--- config.mk ---
export PLATFORM = sky130hd
export DESIGN_NAME = sorted_list_merge_unit
export DESIGN_NICKNAME = d
export VERILOG_FILES = /design/src/rtl/slm_pkg.sv /design/src/rtl/sorted_list_merge_unit.sv /design/src/rtl/slm_ctrl.sv /design/src/rtl/slm_datapath.sv
export SDC_FILE = /design/constraint.sdc
export NUM_CORES = 1
export LEC_CHECK = 0
export BUFFER_PORTS_ARGS = -buffer_cell sky130_fd_sc_hd__buf_2
export CAP_MARGIN = 10
export CORE_ASPECT_RATIO = 1.1
export CORE_MARGIN = 4
export CORE_UTILIZATION = 40
export DETAILED_ROUTE_END_ITERATION = 12
export GPL_ROUTABILITY_DRIVEN = 0
export SYNTH_ARGS = -nofsm -noshare
export SYNTH_HDL_FRONTEND = slang
export SYNTH_SLANG_ARGS = --single-unit
--- constraint.sdc ---
create_clock -name clk -period 4.8 [get_ports clk]
set_input_delay 0.48 -clock clk [delete_from_list [all_inputs] [get_ports clk]]
set_output_delay 0.48 -clock clk [all_outputs]
set_load 0.03 [all_outputs]
--- src/rtl/slm_pkg.sv ---
package slm_pkg;

    localparam int LIST_DEPTH = 16;
    localparam int CNT_W      = $clog2(LIST_DEPTH + 1);
    localparam int IDX_W      = (LIST_DEPTH > 1) ? $clog2(LIST_DEPTH) : 1;
    localparam int DATA_W     = 32;

    localparam logic [1:0] KIND_PUSH_A = 2'd0;
    localparam logic [1:0] KIND_PUSH_B = 2'd1;
    localparam logic [1:0] KIND_MERGE  = 2'd2;

    typedef struct packed {
        logic push_a;
        logic push_b;
        logic emit;
        logic finish;
    } slm_cmd_t;

    typedef struct packed {
        logic load_ok;
        logic last_pick;
    } slm_status_t;

endpackage

--- src/rtl/sorted_list_merge_unit.sv ---
// Pushes: one per cycle while no merge runs, no result; a push to a full list is dropped.
// Merge: the merge transfer sets the state register, then the first result goes to the
//   output register; then one result per cycle while out_stall is low (one compare of
//   both list heads per cycle), count_a + count_b results in all, or one if both are empty.
// Input is stalled for the whole merge run; next item is taken the cycle after.
// Reset (async, active low) clears counts, the dropped-push flag and the output valid.
module sorted_list_merge_unit
    import slm_pkg::*;
(
    input  logic                     clk,
    input  logic                     rst_n,
    input  logic                     in_valid,
    output logic                     in_stall,
    input  logic [1:0]               kind,
    input  logic signed [DATA_W-1:0] element,
    output logic                     out_valid,
    input  logic                     out_stall,
    output logic signed [DATA_W-1:0] merged_value,
    output logic                     last,
    output logic                     empty_res,
    output logic                     overflow
);

    slm_cmd_t    cmd;
    slm_status_t status;

    slm_ctrl u_ctrl (
        .clk      (clk),
        .rst_n    (rst_n),
        .in_valid (in_valid),
        .kind     (kind),
        .in_stall (in_stall),
        .status   (status),
        .cmd      (cmd)
    );

    slm_datapath u_datapath (
        .clk          (clk),
        .rst_n        (rst_n),
        .cmd          (cmd),
        .status       (status),
        .element      (element),
        .out_valid    (out_valid),
        .out_stall    (out_stall),
        .merged_value (merged_value),
        .last         (last),
        .empty_res    (empty_res),
        .overflow     (overflow)
    );

endmodule

--- src/rtl/slm_ctrl.sv ---
module slm_ctrl
    import slm_pkg::*;
(
    input  logic        clk,
    input  logic        rst_n,
    input  logic        in_valid,
    input  logic [1:0]  kind,
    output logic        in_stall,
    input  slm_status_t status,
    output slm_cmd_t    cmd
);

    typedef enum logic {
        ST_IDLE,
        ST_MERGE
    } state_t;

    state_t state_reg;
    state_t state_next;
    logic   take_in;

    assign in_stall = (state_reg != ST_IDLE);
    assign take_in  = (state_reg == ST_IDLE) && in_valid;

    always_comb
    begin
        cmd.push_a = take_in && (kind == KIND_PUSH_A);
        cmd.push_b = take_in && (kind == KIND_PUSH_B);
        cmd.emit   = (state_reg == ST_MERGE) && status.load_ok;
        cmd.finish = cmd.emit && status.last_pick;
    end

    always_comb
    begin
        state_next = state_reg;
        unique case (state_reg)
            ST_IDLE:
            begin
                if (take_in && (kind == KIND_MERGE))
                begin
                    state_next = ST_MERGE;
                end
            end
            ST_MERGE:
            begin
                if (cmd.finish)
                begin
                    state_next = ST_IDLE;
                end
            end
            default:
            begin
                state_next = ST_IDLE;
            end
        endcase
    end

    always_ff @(posedge clk or negedge rst_n)
    begin
        if (!rst_n)
        begin
            state_reg <= ST_IDLE;
        end
        else
        begin
            state_reg <= state_next;
        end
    end

endmodule

--- src/rtl/slm_datapath.sv ---
module slm_datapath
    import slm_pkg::*;
(
    input  logic                     clk,
    input  logic                     rst_n,
    input  slm_cmd_t                 cmd,
    output slm_status_t              status,
    input  logic signed [DATA_W-1:0] element,
    output logic                     out_valid,
    input  logic                     out_stall,
    output logic signed [DATA_W-1:0] merged_value,
    output logic                     last,
    output logic                     empty_res,
    output logic                     overflow
);

    logic signed [DATA_W-1:0] store_a [LIST_DEPTH];
    logic signed [DATA_W-1:0] store_b [LIST_DEPTH];

    logic [CNT_W-1:0] count_a_reg;
    logic [CNT_W-1:0] count_b_reg;
    logic [CNT_W-1:0] ia_reg;
    logic [CNT_W-1:0] ib_reg;
    logic             dropped_reg;

    logic                     out_valid_reg;
    logic signed [DATA_W-1:0] merged_value_reg;
    logic                     last_reg;
    logic                     empty_reg;
    logic                     overflow_reg;

    logic                     full_a;
    logic                     full_b;
    logic                     a_left;
    logic                     b_left;
    logic                     lists_empty;
    logic                     take_a;
    logic                     pick_last;
    logic [CNT_W-1:0]         ia_inc;
    logic [CNT_W-1:0]         ib_inc;
    logic signed [DATA_W-1:0] head_a;
    logic signed [DATA_W-1:0] head_b;

    assign full_a = (count_a_reg >= CNT_W'(LIST_DEPTH));
    assign full_b = (count_b_reg >= CNT_W'(LIST_DEPTH));

    assign a_left      = (ia_reg < count_a_reg);
    assign b_left      = (ib_reg < count_b_reg);
    assign lists_empty = !a_left && !b_left;
    assign head_a      = store_a[ia_reg[IDX_W-1:0]];
    assign head_b      = store_b[ib_reg[IDX_W-1:0]];
    assign ia_inc      = ia_reg + 1'b1;
    assign ib_inc      = ib_reg + 1'b1;

    // tie goes to list A
    assign take_a    = a_left && (!b_left || (head_a <= head_b));
    assign pick_last = take_a ? ((ia_inc == count_a_reg) && !b_left)
                              : ((ib_inc == count_b_reg) && !a_left);

    assign status.load_ok   = !out_valid_reg || !out_stall;
    assign status.last_pick = lists_empty || pick_last;

    always_ff @(posedge clk)
    begin
        if (cmd.push_a && !full_a)
        begin
            store_a[count_a_reg[IDX_W-1:0]] <= element;
        end
        if (cmd.push_b && !full_b)
        begin
            store_b[count_b_reg[IDX_W-1:0]] <= element;
        end
    end

    always_ff @(posedge clk or negedge rst_n)
    begin
        if (!rst_n)
        begin
            count_a_reg <= '0;
            count_b_reg <= '0;
            ia_reg      <= '0;
            ib_reg      <= '0;
            dropped_reg <= 1'b0;
        end
        else
        begin
            if (cmd.push_a)
            begin
                if (full_a)
                begin
                    dropped_reg <= 1'b1;
                end
                else
                begin
                    count_a_reg <= count_a_reg + 1'b1;
                end
            end
            if (cmd.push_b)
            begin
                if (full_b)
                begin
                    dropped_reg <= 1'b1;
                end
                else
                begin
                    count_b_reg <= count_b_reg + 1'b1;
                end
            end
            if (cmd.finish)
            begin
                count_a_reg <= '0;
                count_b_reg <= '0;
                ia_reg      <= '0;
                ib_reg      <= '0;
                dropped_reg <= 1'b0;
            end
            else if (cmd.emit && !lists_empty)
            begin
                if (take_a)
                begin
                    ia_reg <= ia_inc;
                end
                else
                begin
                    ib_reg <= ib_inc;
                end
            end
        end
    end

    // output register: hold while stalled, reload on each emit
    always_ff @(posedge clk or negedge rst_n)
    begin
        if (!rst_n)
        begin
            out_valid_reg <= 1'b0;
        end
        else if (cmd.emit)
        begin
            out_valid_reg <= 1'b1;
        end
        else if (!out_stall)
        begin
            out_valid_reg <= 1'b0;
        end
    end

    always_ff @(posedge clk)
    begin
        if (cmd.emit)
        begin
            merged_value_reg <= lists_empty ? '0 : (take_a ? head_a : head_b);
            last_reg         <= status.last_pick;
            empty_reg        <= lists_empty;
            overflow_reg     <= dropped_reg;
        end
    end

    assign out_valid    = out_valid_reg;
    assign merged_value = merged_value_reg;
    assign last         = last_reg;
    assign empty_res    = empty_reg;
    assign overflow     = overflow_reg;

endmodule

# [After elaboration in Yosys (flattened, before gate mapping)]
# Memories as Yosys holds them, arrays and structs flattened.
# Cells that the tools add are included.
[word_totals] register_bits=58 latchBits=0 ram_bits=1024 rom_bits=0 inputBits=38 out_inout_bits=37 elab_cells=91 memories=2
[memory_table] memory="u_datapath.store_a" depth=16 width=32 rd=1 rd_clocked_by_memory_dff=0 wr=1 line_no="slm_datapath.sv:17" text="logic signed [DATA_W-1:0] store_a [LIST_DEPTH];"
[memory_table] memory="u_datapath.store_b" depth=16 width=32 rd=1 rd_clocked_by_memory_dff=0 wr=1 line_no="slm_datapath.sv:18" text="logic signed [DATA_W-1:0] store_b [LIST_DEPTH];"
[op_classes] add_sub_neg=4 n_mul=0 n_div=0 n_lt_le_gt_ge=5 eq_ne=8 n_shift=0 n_mux=28 bitwise_logic=1 reduce_logical=32
[op_table] op="5-bit two-way mux" count=12
[op_table] op="32-bit <= comparator" count=1
[op_table] op="32-bit two-way mux" count=1
[op_table] op="5-bit by 1-bit adder with 5-bit output, second input constant" count=4
[op_table] op="1-bit two-way mux" count=14
[op_table] op="1-bit logical AND" count=13
[op_table] op="5-bit == test" count=2
[op_table] op="5-bit >= comparator, second input constant" count=2
[op_table] op="5-bit less-than comparator" count=2
[op_table] op="2-bit AND reduction" count=4
[op_table] op="2-bit nonzero test" count=4
[op_table] op="1-bit logical NOT" count=7
[op_table] op="2-bit != test, second input constant" count=3
[op_table] op="1-bit logical OR" count=3
[op_table] op="2-bit by 1-bit == test with 1-bit output, second input constant" count=1
[op_table] op="2-bit == test, second input constant" count=1
[op_table] op="2-bit logical NOT" count=1
[op_table] op="2-bit by 1-bit != test with 1-bit output, second input constant" count=1
[op_table] op="1-bit one-hot mux with 2 select lines" count=1
[op_table] op="1-bit inverter" count=1

# [Logic depth before layout (Yosys ltp)]
# Gate-level depths: netlist of run 1.
[depth] ltp_word=9 ltp_mapped=20 ltp_nobuf=16

# [Cells and area by module]
# Synthesis of run 1 repeated with hierarchy kept, for this count alone.
[unflattened] hier_cells=1871 area_unflattened_um2=42487.0
[modules_own_cells] module="slm_datapath" n_inst=1 cells_each=1862 area_per_inst_um2=42408.2 seq_area_each_um2=32351.0
[modules_own_cells] module="slm_ctrl" n_inst=1 cells_each=9 area_per_inst_um2=78.8 seq_area_each_um2=25.0

# [Worst setup path after synthesis of run 1]
# OpenSTA, ideal clock, no wires.
[synth_path] path_type="flip-flop to flip-flop" startpoint="register u_ctrl.state_reg (netlist: u_ctrl.in_stall)" endpoint="memory u_datapath.store_b[3][0], enable pin" setup_time_ns=0.461 arrival_ns=3.879 t_required_ns=4.339 slack_ns=0.460 path_stages_with_launch=5 path_buffers=0 period_less_slack_ns=4.340 path_cell_list="dfrtp_1 > or3b_2 > nor3b_2 > nand2_1 > nor3_1"
[synth_via] elab_chain_len=6
[synth_rtl] element="start: declaration" line_no="slm_ctrl.sv:18" text="state_t state_reg;"
[synth_rtl] element="start signal: assignment" line_no="slm_ctrl.sv:66" text="state_reg <= state_next;"
[synth_rtl] element="1-bit inverter" line_no="slm_ctrl.sv:23" text="assign take_in = (state_reg == ST_IDLE) && in_valid;"
[synth_rtl] element="1-bit logical AND" line_no="slm_ctrl.sv:23"
[synth_rtl] element="1-bit logical AND" line_no="slm_ctrl.sv:28" text="cmd.push_b = take_in && (kind == KIND_PUSH_B);"
[synth_rtl] element="1-bit logical AND" line_no="slm_datapath.sv:69" text="if (cmd.push_b && !full_b)"
[synth_rtl] element="1-bit two-way mux" line_no="slm_datapath.sv:69"
[synth_rtl] element="1-bit two-way mux (not written as such)" line_no="slm_datapath.sv:71" text="store_b[count_b_reg[IDX_W-1:0]] <= element;"
[synth_rtl] element="end: declaration" line_no="slm_datapath.sv:18"
# Every way passes these cells.

# [Worst setup path in the final report of run 1]
[layout_path] startpoint="register u_datapath.ib_reg[0]" endpoint="register u_datapath.merged_value_reg[4] (netlist: u_datapath.merged_value[4]) (data pin)"
[layout_via] elab_chain_len=5 word_cells_on_any_way=8 classes_between="order compare: 2; mux: 1; reduce/logical: 4; memory: 1"
[layout_rtl] element="start: declaration" line_no="slm_datapath.sv:23" text="logic [CNT_W-1:0] ib_reg;"
[layout_rtl] element="start signal: assignment" line_no="slm_datapath.sv:125" text="ib_reg <= ib_inc;"
[layout_rtl] element="memory 16 x 32 bit or 5-bit less-than comparator (tied branches)"
[layout_rtl] element="32-bit <= comparator or 1-bit logical NOT (tied branches)" line_no="slm_datapath.sv:56, slm_datapath.sv:49"
[layout_rtl] element="1-bit logical OR" line_no="slm_datapath.sv:56" text="assign take_a = a_left && (!b_left || (head_a <= head_b));"
[layout_rtl] element="1-bit logical AND" line_no="slm_datapath.sv:56"
[layout_rtl] element="32-bit two-way mux" line_no="slm_datapath.sv:152" text="merged_value_reg <= lists_empty ? '0 : (take_a ? head_a : head_b);"
[layout_rtl] element="end signal: assignment" line_no="slm_datapath.sv:152"
[layout_rtl] element="end: declaration" line_no="slm_datapath.sv:27" text="logic signed [DATA_W-1:0] merged_value_reg;"
# Parallel ways exist; a longest one is shown, timed or not.
# A chain may end at the register's enable or synchronous reset.

==> impl_metrics.env, run 1 <==
export IMPL_hpwl_mm=65.8
export IMPL_syn_area_per_cell_um2=18.7
export IMPL_nNetsFinal=2588
export IMPL_fmax_ghz=0.218
export IMPL_critPathSlowestCell="mux4_2"
export IMPL_dieHeight_um=352
export IMPL_grt_pass1_vias=23000
export IMPL_yosysWarnings=0
export IMPL_antenna_found_initial=7
export IMPL_skew_ns=0.0240
export IMPL_grt_pass1_wl_mm=162
export IMPL_synthArstFlopShare_pct=2.13
export IMPL_final_area_um2=49800
export IMPL_layout_min_cycle_time_ns=4.58
export IMPL_worstSetupEndpointType="register"
export IMPL_path_delay_family="simple AND/OR/NAND/NOR gates"
export IMPL_track_usage_pct=19.7
export IMPL_placementRows=126
export IMPL_synth_ff_type="edfxtp_1"
export IMPL_required_ns=5.28
export IMPL_worstPathArrival_ns=5.06
export IMPL_drc=0
export IMPL_cts_tree="done"
export IMPL_power_total_mw=29.4
export IMPL_cp_buffers_inverters=5
export IMPL_hold_slack_ns=0.0803
export IMPL_outcome="finished clean"
export IMPL_num_fill_cells=8995
export IMPL_tightestPinTransition_ns=1.01
export IMPL_ys_seq_area_share_pct=75.1
export IMPL_syn_area_um2=43100
export IMPL_fin_crit_sh_pct=95.5
export IMPL_pin_count=75
export IMPL_gr_total_overflow=0
export IMPL_regArea_um2=32400
export IMPL_grt_max_degree=51
export IMPL_cpPeakStageDelay_ns=0.52
export IMPL_final_common_cell="edfxtp_1"
export IMPL_ctsLongestPathBuffers=3
export IMPL_startpoint_type="register"
export IMPL_htreeDepth=3
export IMPL_vdd_drop_max_mv=0.503
export IMPL_ys_ff_latch=1082
export IMPL_finalHoldViolCount=0
export IMPL_ys_types=60
export IMPL_setup_ws_ns=0.218
export IMPL_layout_common_cells="edfxtp_1 (1059), mux2i_1 (203), mux4_2 (128), clkbuf_16 (109)"
export IMPL_setup_viol=0
export IMPL_syn_to_final_growth_pct=15.7
export IMPL_cts_root_buf="clkbuf_16"
export IMPL_die_width_um=321
export IMPL_max_cap_violations=0
export IMPL_worst_path_most_repeated_cell="buf_4"
export IMPL_routed_via_density=5.78
export IMPL_multiInputGateArea_um2=10400
export IMPL_synth_edf_count=1059
export IMPL_cts_buffers=105
export IMPL_leakagePower_nw=16.0
export IMPL_wl_mm=113
export IMPL_power_density_nw_per_um2=591
export IMPL_fin_setup_tns_ns=0
export IMPL_placed_area_um2=46200
export IMPL_core_region_area_um2=107000
export IMPL_clk_pin_slew_ns=0.06
export IMPL_cts_sinks=1082
export IMPL_hold_class="in2reg"
export IMPL_syn_inst=2308
export IMPL_ant_nets=0
export IMPL_critPathKind="reg2reg"
export IMPL_clock_latency_ns=0.68
export IMPL_relSlewSlack_pct=33.0
export IMPL_worstPathMaxFanout=25
export IMPL_wire_per_inst_um=28.3
export IMPL_portBuffers=74
export IMPL_crit_chain="buf_16 -> buf_4 -> mux4_2 -> a221oi_1 -> buf_4 -> ha_1 -> nand4_1 -> nor4_2 -> buf_4 -> and3_1 -> or3_1 -> a2bb2oi_1 -> nand2_2 -> buf_4 -> a211oi_1"
export IMPL_via_count=23100
export IMPL_syn_nets=2398
export IMPL_firstDrtPassIters=5
export IMPL_dieArea_um2=113000
export IMPL_drt_iter0_markers=2187
export IMPL_drive_above_1_share_pct=23.5
export IMPL_pre_cts_slack_ns=-0.0298
export IMPL_initial_core_util_pct=40.2
export IMPL_final_max_slew_viol_count=0
export IMPL_grt_setup_unrepaired="false"
kinds of logic after synthesis:
group                      Yosys count  share of synthesized area (%)
adders and majority gates           52                           1.51
DFF                               1082                           75.1
muxes                              389                           12.9
and+or+nand+nor                    219                           2.30
AOI/OAI and AO/OA                  410                           6.41
buffers and inverters              140                           1.38
xor gates and xnor gates            16                          0.343
through the flow:
| step | utilization, % | cells |
|---|---|---|
| 2_1_floorplan | - | 2308 |
| 3_3_place_gp | 43.1 | 3793 |
| 3_5_place_dp | 43.1 | 3793 |
| 4_1_cts | 46.4 | 3992 |
| 5_1_grt | 46.5 | 3997 |
| 6_report | 46.5 | 3997 |
repair_timing:
| item | 4_1_cts | 5_1_grt |
|---|---|---|
| pin swaps | 0 | 0 |
| hold buffers | 2 | 0 |
| setup buffers | 0 | 2 |
| gates cloned | 0 | 2 |
| endpoints found under the setup margin | 1 | 41 |
| endpoints found under the hold margin | 24 | 0 |
| resized for setup | 1 | 8 |
Yosys cell counts, types with 42 or more instances:
library cell | n | area share (%)
a21oi_1 | 87 | 1.0
mux2_2 | 58 | 1.5
clkbuf_1 | 68 | 0.59
nand2_1 | 80 | 0.70
buf_2 | 42 | 0.49
ha_1 | 52 | 1.5
o21ai_0 | 102 | 1.2
mux2i_1 | 203 | 4.7
edfxtp_1 | 1059 | 74
mux4_2 | 128 | 6.7
a221oi_1 | 96 | 2.0
nor2_1 | 79 | 0.69
layer usage:
metal	wire length [µm]	share of wire [%]	GRT usage, %	vias to the layer above
li1	-	-	-	9866
met1	48000	42	28.0	12100
met2	52700	47	30.9	979
met3	8960	7.9	3.67	190
met4	3510	3.1	6.50	2
met5	13	0.011	0	-
tightest hold or removal path: cells and delay by family:
family	cells	cell delay, ns
muxes	1	0.06
and+or+nand+nor	1	0.07
buffers and inverters	1	0.10
worst paths after layout:
path / startpoint / end / slack (ns) / cells after the start
max in group asynchronous: rst_n / u_datapath.ia_reg[1] / 3.94 / 2
worst max register to register: u_datapath.ib_reg[0] / u_datapath.merged_value[4] / 0.22 / 15
worst min-delay path: kind[1] / u_ctrl.in_stall / 0.08 / 3
worst min register to register: u_datapath.dropped_reg / u_datapath.overflow / 0.46 / 0
min in group asynchronous: rst_n / u_datapath.count_a_reg[0] / 0.37 / 2
worst max-delay path: u_datapath.ib_reg[0] / u_datapath.merged_value[4] / 0.22 / 15
where the power goes:
group | internal (mW) | switching [mW] | leakage [nW]
combinational | 3.83 | 6.03 | 4.52
clock | 4.79 | 3.48 | 1.68
sequential | 11.0 | 0.351 | 9.84
total | 19.6 | 9.87 | 16.0
cell type report:
type | count | area share, %
Antenna cell | 1 | 0.00502
Clock buffer | 124 | 5.50
Clock inverter | 73 | 1.47
Inverter | 15 | 0.113
Multi-Input combinational cell | 1086 | 20.9
Sequential cell | 1082 | 65.0
Tap cell | 1408 | 3.53
Timing Repair Buffer | 208 | 3.52
Power figures use the tool's default switching activity.
==> run 2: changes to the inputs <==
--- a/config.mk
+++ b/config.mk
@@ -5,13 +5,15 @@
 export SDC_FILE = /design/constraint.sdc
 export NUM_CORES = 1
 export LEC_CHECK = 0
+export ABC_AREA = 1
 export BUFFER_PORTS_ARGS = -buffer_cell sky130_fd_sc_hd__buf_2
 export CAP_MARGIN = 10
 export CORE_ASPECT_RATIO = 1.1
 export CORE_MARGIN = 4
-export CORE_UTILIZATION = 40
+export CORE_UTILIZATION = 50
 export DETAILED_ROUTE_END_ITERATION = 12
 export GPL_ROUTABILITY_DRIVEN = 0
+export PLACE_DENSITY = 0.66
 export SYNTH_ARGS = -nofsm -noshare
 export SYNTH_HDL_FRONTEND = slang
 export SYNTH_SLANG_ARGS = --single-unit
==> run 2 against run 1 <==
  * Clock skew increased by 0.0084 ns
  * Critical path depth increased by 5
  * Cell area decreased by 2.8%
  * Clock power decreased by 4.8%
==> impl_metrics.env, run 2 <==
export IMPL_via_count=27800
export IMPL_fin_setup_tns_ns=0
export IMPL_ys_types=34
export IMPL_p_sw_mw=10.4
export IMPL_yosysWarnings=0
export IMPL_ys_seq_area_share_pct=75.3
export IMPL_combPwrFrac_pct=32.7
export IMPL_placementRows=112
export IMPL_synthArstFlopShare_pct=2.13
export IMPL_die_width_um=288
export IMPL_placed_cells=4347
export IMPL_final_common_cell="edfxtp_1"
export IMPL_intPower_mw=18.1
export IMPL_firstDrtPassIters=6
export IMPL_outcome="finished clean"
export IMPL_ys_ff_latch=1082
export IMPL_layout_min_cycle_time_ns=4.48
export IMPL_pin_count=75
export IMPL_gr_total_overflow=0
export IMPL_synth_area_leaders="edfxtp_1 (74%), o21ai_0 (4.4%), nand2_1 (4.4%)"
export IMPL_initial_core_util_pct=50.5
export IMPL_synth_ff_type="edfxtp_1"
export IMPL_grt_max_degree=154
export IMPL_antenna_found_initial=5
export IMPL_synth_commonest_cells="edfxtp_1 (1059), nand2_1 (498), o21ai_0 (382)"
export IMPL_syn_to_final_growth_pct=12.8
export IMPL_final_area_um2=48500
export IMPL_drt_iter0_markers=3531
export IMPL_core_region_area_um2=85100
export IMPL_layoutNonFillerInstCount=4539
export IMPL_grt_setup_unrepaired="false"
export IMPL_syn_area_per_cell_um2=13.3
export IMPL_cts_tree="done"
export IMPL_synth_top_cell_by_area="edfxtp_1"
export IMPL_layout_common_cells="edfxtp_1 (1059), nand2_1 (496), o21ai_0 (382), nor2_1 (283), a21oi_1 (209)"
export IMPL_ant_nets=0
export IMPL_htreeDepth=3
export IMPL_max_cap_violations=0
export IMPL_track_usage_pct=25.3
export IMPL_synth_top_area_share_pct=74.0
export IMPL_synth_most_common_cell="edfxtp_1"
export IMPL_nNetsFinal=3403
export IMPL_placed_area_um2=45200
export IMPL_worstSetupEndpointType="register"
export IMPL_routed_via_density=6.11
export IMPL_finalHoldViolCount=0
export IMPL_syn_nets=3324
export IMPL_r2r_end="u_datapath.ib_reg[3]"
export IMPL_grt_pass1_vias=27000
export IMPL_portBuffers=74
export IMPL_clockPowerShare_pct=27.6
export IMPL_power_density_nw_per_um2=587
export IMPL_vdd_drop_max_mv=0.478
export IMPL_final_max_slew_viol_count=0
export IMPL_tightestPinTransition_ns=1.07
export IMPL_setup_viol=0
export IMPL_critPathKind="reg2reg"
export IMPL_clock_latency_ns=0.68
export IMPL_wire_per_inst_um=25.6
export IMPL_worstPathMaxFanout=47
export IMPL_drc=0
export IMPL_setup_ws_ns=0.324
export IMPL_hold_class="in2reg"
export IMPL_drive_above_1_share_pct=11.1
export IMPL_synth_edf_count=1059
export IMPL_seqPwrFrac_pct=39.7
export IMPL_r2r_setup_slack_ns=0.32
export IMPL_syn_inst=3234
export IMPL_leakagePower_nw=16.4
export IMPL_dieHeight_um=315
export IMPL_rr_startpoint="u_datapath.ib_reg[0]"
export IMPL_hold_end="u_datapath.out_valid"
export IMPL_worstPathArrival_ns=5.05
export IMPL_syn_area_um2=43000
export IMPL_required_ns=5.37
export IMPL_ctsLongestPathBuffers=3
export IMPL_holdPathStages=3
export IMPL_cts_root_buf="clkbuf_16"
export IMPL_wl_mm=116
export IMPL_fin_util_pct=57.0
export IMPL_r2r_cells=20
export IMPL_fin_crit_sh_pct=93.2
export IMPL_hpwl_mm=65.9
export IMPL_hp_start="out_stall"
export IMPL_skew_ns=0.0324
export IMPL_switching_share_pct=36.4
export IMPL_fmax_ghz=0.223
export IMPL_pre_cts_slack_ns=0.617
export IMPL_cts_buffers=103
export IMPL_relSlewSlack_pct=28.8
export IMPL_startpoint_type="register"
export IMPL_cts_sinks=1082
export IMPL_clk_pin_slew_ns=0.06
export IMPL_dieArea_um2=90700
export IMPL_grt_pass1_wl_mm=171
## run 2: cell count changes after synthesis, sizes merged, moves of 82 or more
| cell | delta |
|---|---|
| nor2 | +239 |
| nand3 | +106 |
| mux4 | -128 |
| o22ai | +82 |
| nand2 | +420 |
| mux2i | -201 |
| a21oi | +123 |
| o21ai | +280 |
## run 2: final cells by class
cell class | instances | area, µm²
diodes | 1 | 2.50
clock buffers | 129 | 2740
clock inverters | 61 | 503
fillers | 6598 | 36600
inverters | 79 | 307
multi-input cells | 1870 | 9750
flip-flops and latches | 1082 | 32400
well taps | 1140 | 1430
repair buffers | 177 | 1350
## run 2: worst max-delay path, stage by stage (launching register included)
cell,delay [ns]
dfrtp_4,0.68
inv_6,0.40
buf_4,0.31
nand2_1,0.08
a221oi_1,0.31
o21ai_0,0.18
nand2_1,0.22
inv_1,0.10
ha_1,0.32
nand4_1,0.11
nor3_1,0.24
nand3_1,0.14
inv_1,0.11
nand2_1,0.08
nand2_1,0.07
nand2_1,0.05
nand3_1,0.09
nand2_2,0.16
o21ai_0,0.48
nand2_1,0.09
o21ai_0,0.11
## run 2: per-layer routing
layer	vias to the layer above	wire (µm)	GRT usage, %
li1	12200	-	-
met1	13900	46300	34.7
met2	1394	56200	41.9
met3	192	9910	3.48
met4	2	3850	9.29
met5	-	13	0
## run 2: worst max-delay path by stage
stage,endpoint,from,cells past startpoint
floorplan,u_datapath.ib_reg[0],u_ctrl.in_stall,5
global placement,u_datapath.ib_reg[2],u_datapath.ib_reg[0],22
detailed placement,u_datapath.ib_reg[3],u_datapath.ib_reg[0],20
CTS,u_datapath.ib_reg[2],u_datapath.ib_reg[0],20
global route,u_datapath.ib_reg[2],u_datapath.ib_reg[0],20
finish,u_datapath.ib_reg[3],u_datapath.ib_reg[0],20
## run 2: cells by family after synthesis
logic type | count (synthesis) | synth area share (%)
DFF | 1082 | 75.3
and+or+nand+nor | 990 | 9.36
AOI/OAI and AO/OA | 810 | 10.8
buffers and inverters | 282 | 2.57
adders and majority gates | 52 | 1.51
xor gates and xnor gates | 16 | 0.344
muxes | 2 | 0.0466
## run 2: stage by stage
step | power [mW] | hold WS, ns
finish | 28.5 | 0.0635
global route | 29.9 | 0.0734
CTS | 28.4 | 0.0337
detailed placement | 20.6 | 0.481
global placement | 20.4 | 0.485
floorplan | 17.3 | 0.184
## run 2: repair_timing
item                      CTS  global route
hold buffers                1             0
hold endpoints to repair   23             0
gates resized for setup     0             0
setup buffers               0             0
## run 2: power by group through the flow
stage	Sequential [mW]	Combinational, mW	Clock [mW]
2_1_floorplan	11.6	5.76	0
3_3_place_gp	11.5	8.93	0
3_5_place_dp	11.5	9.17	0
4_1_cts	11.3	9.21	7.94
5_1_grt	11.3	10.3	8.37
6_report	11.3	9.30	7.87
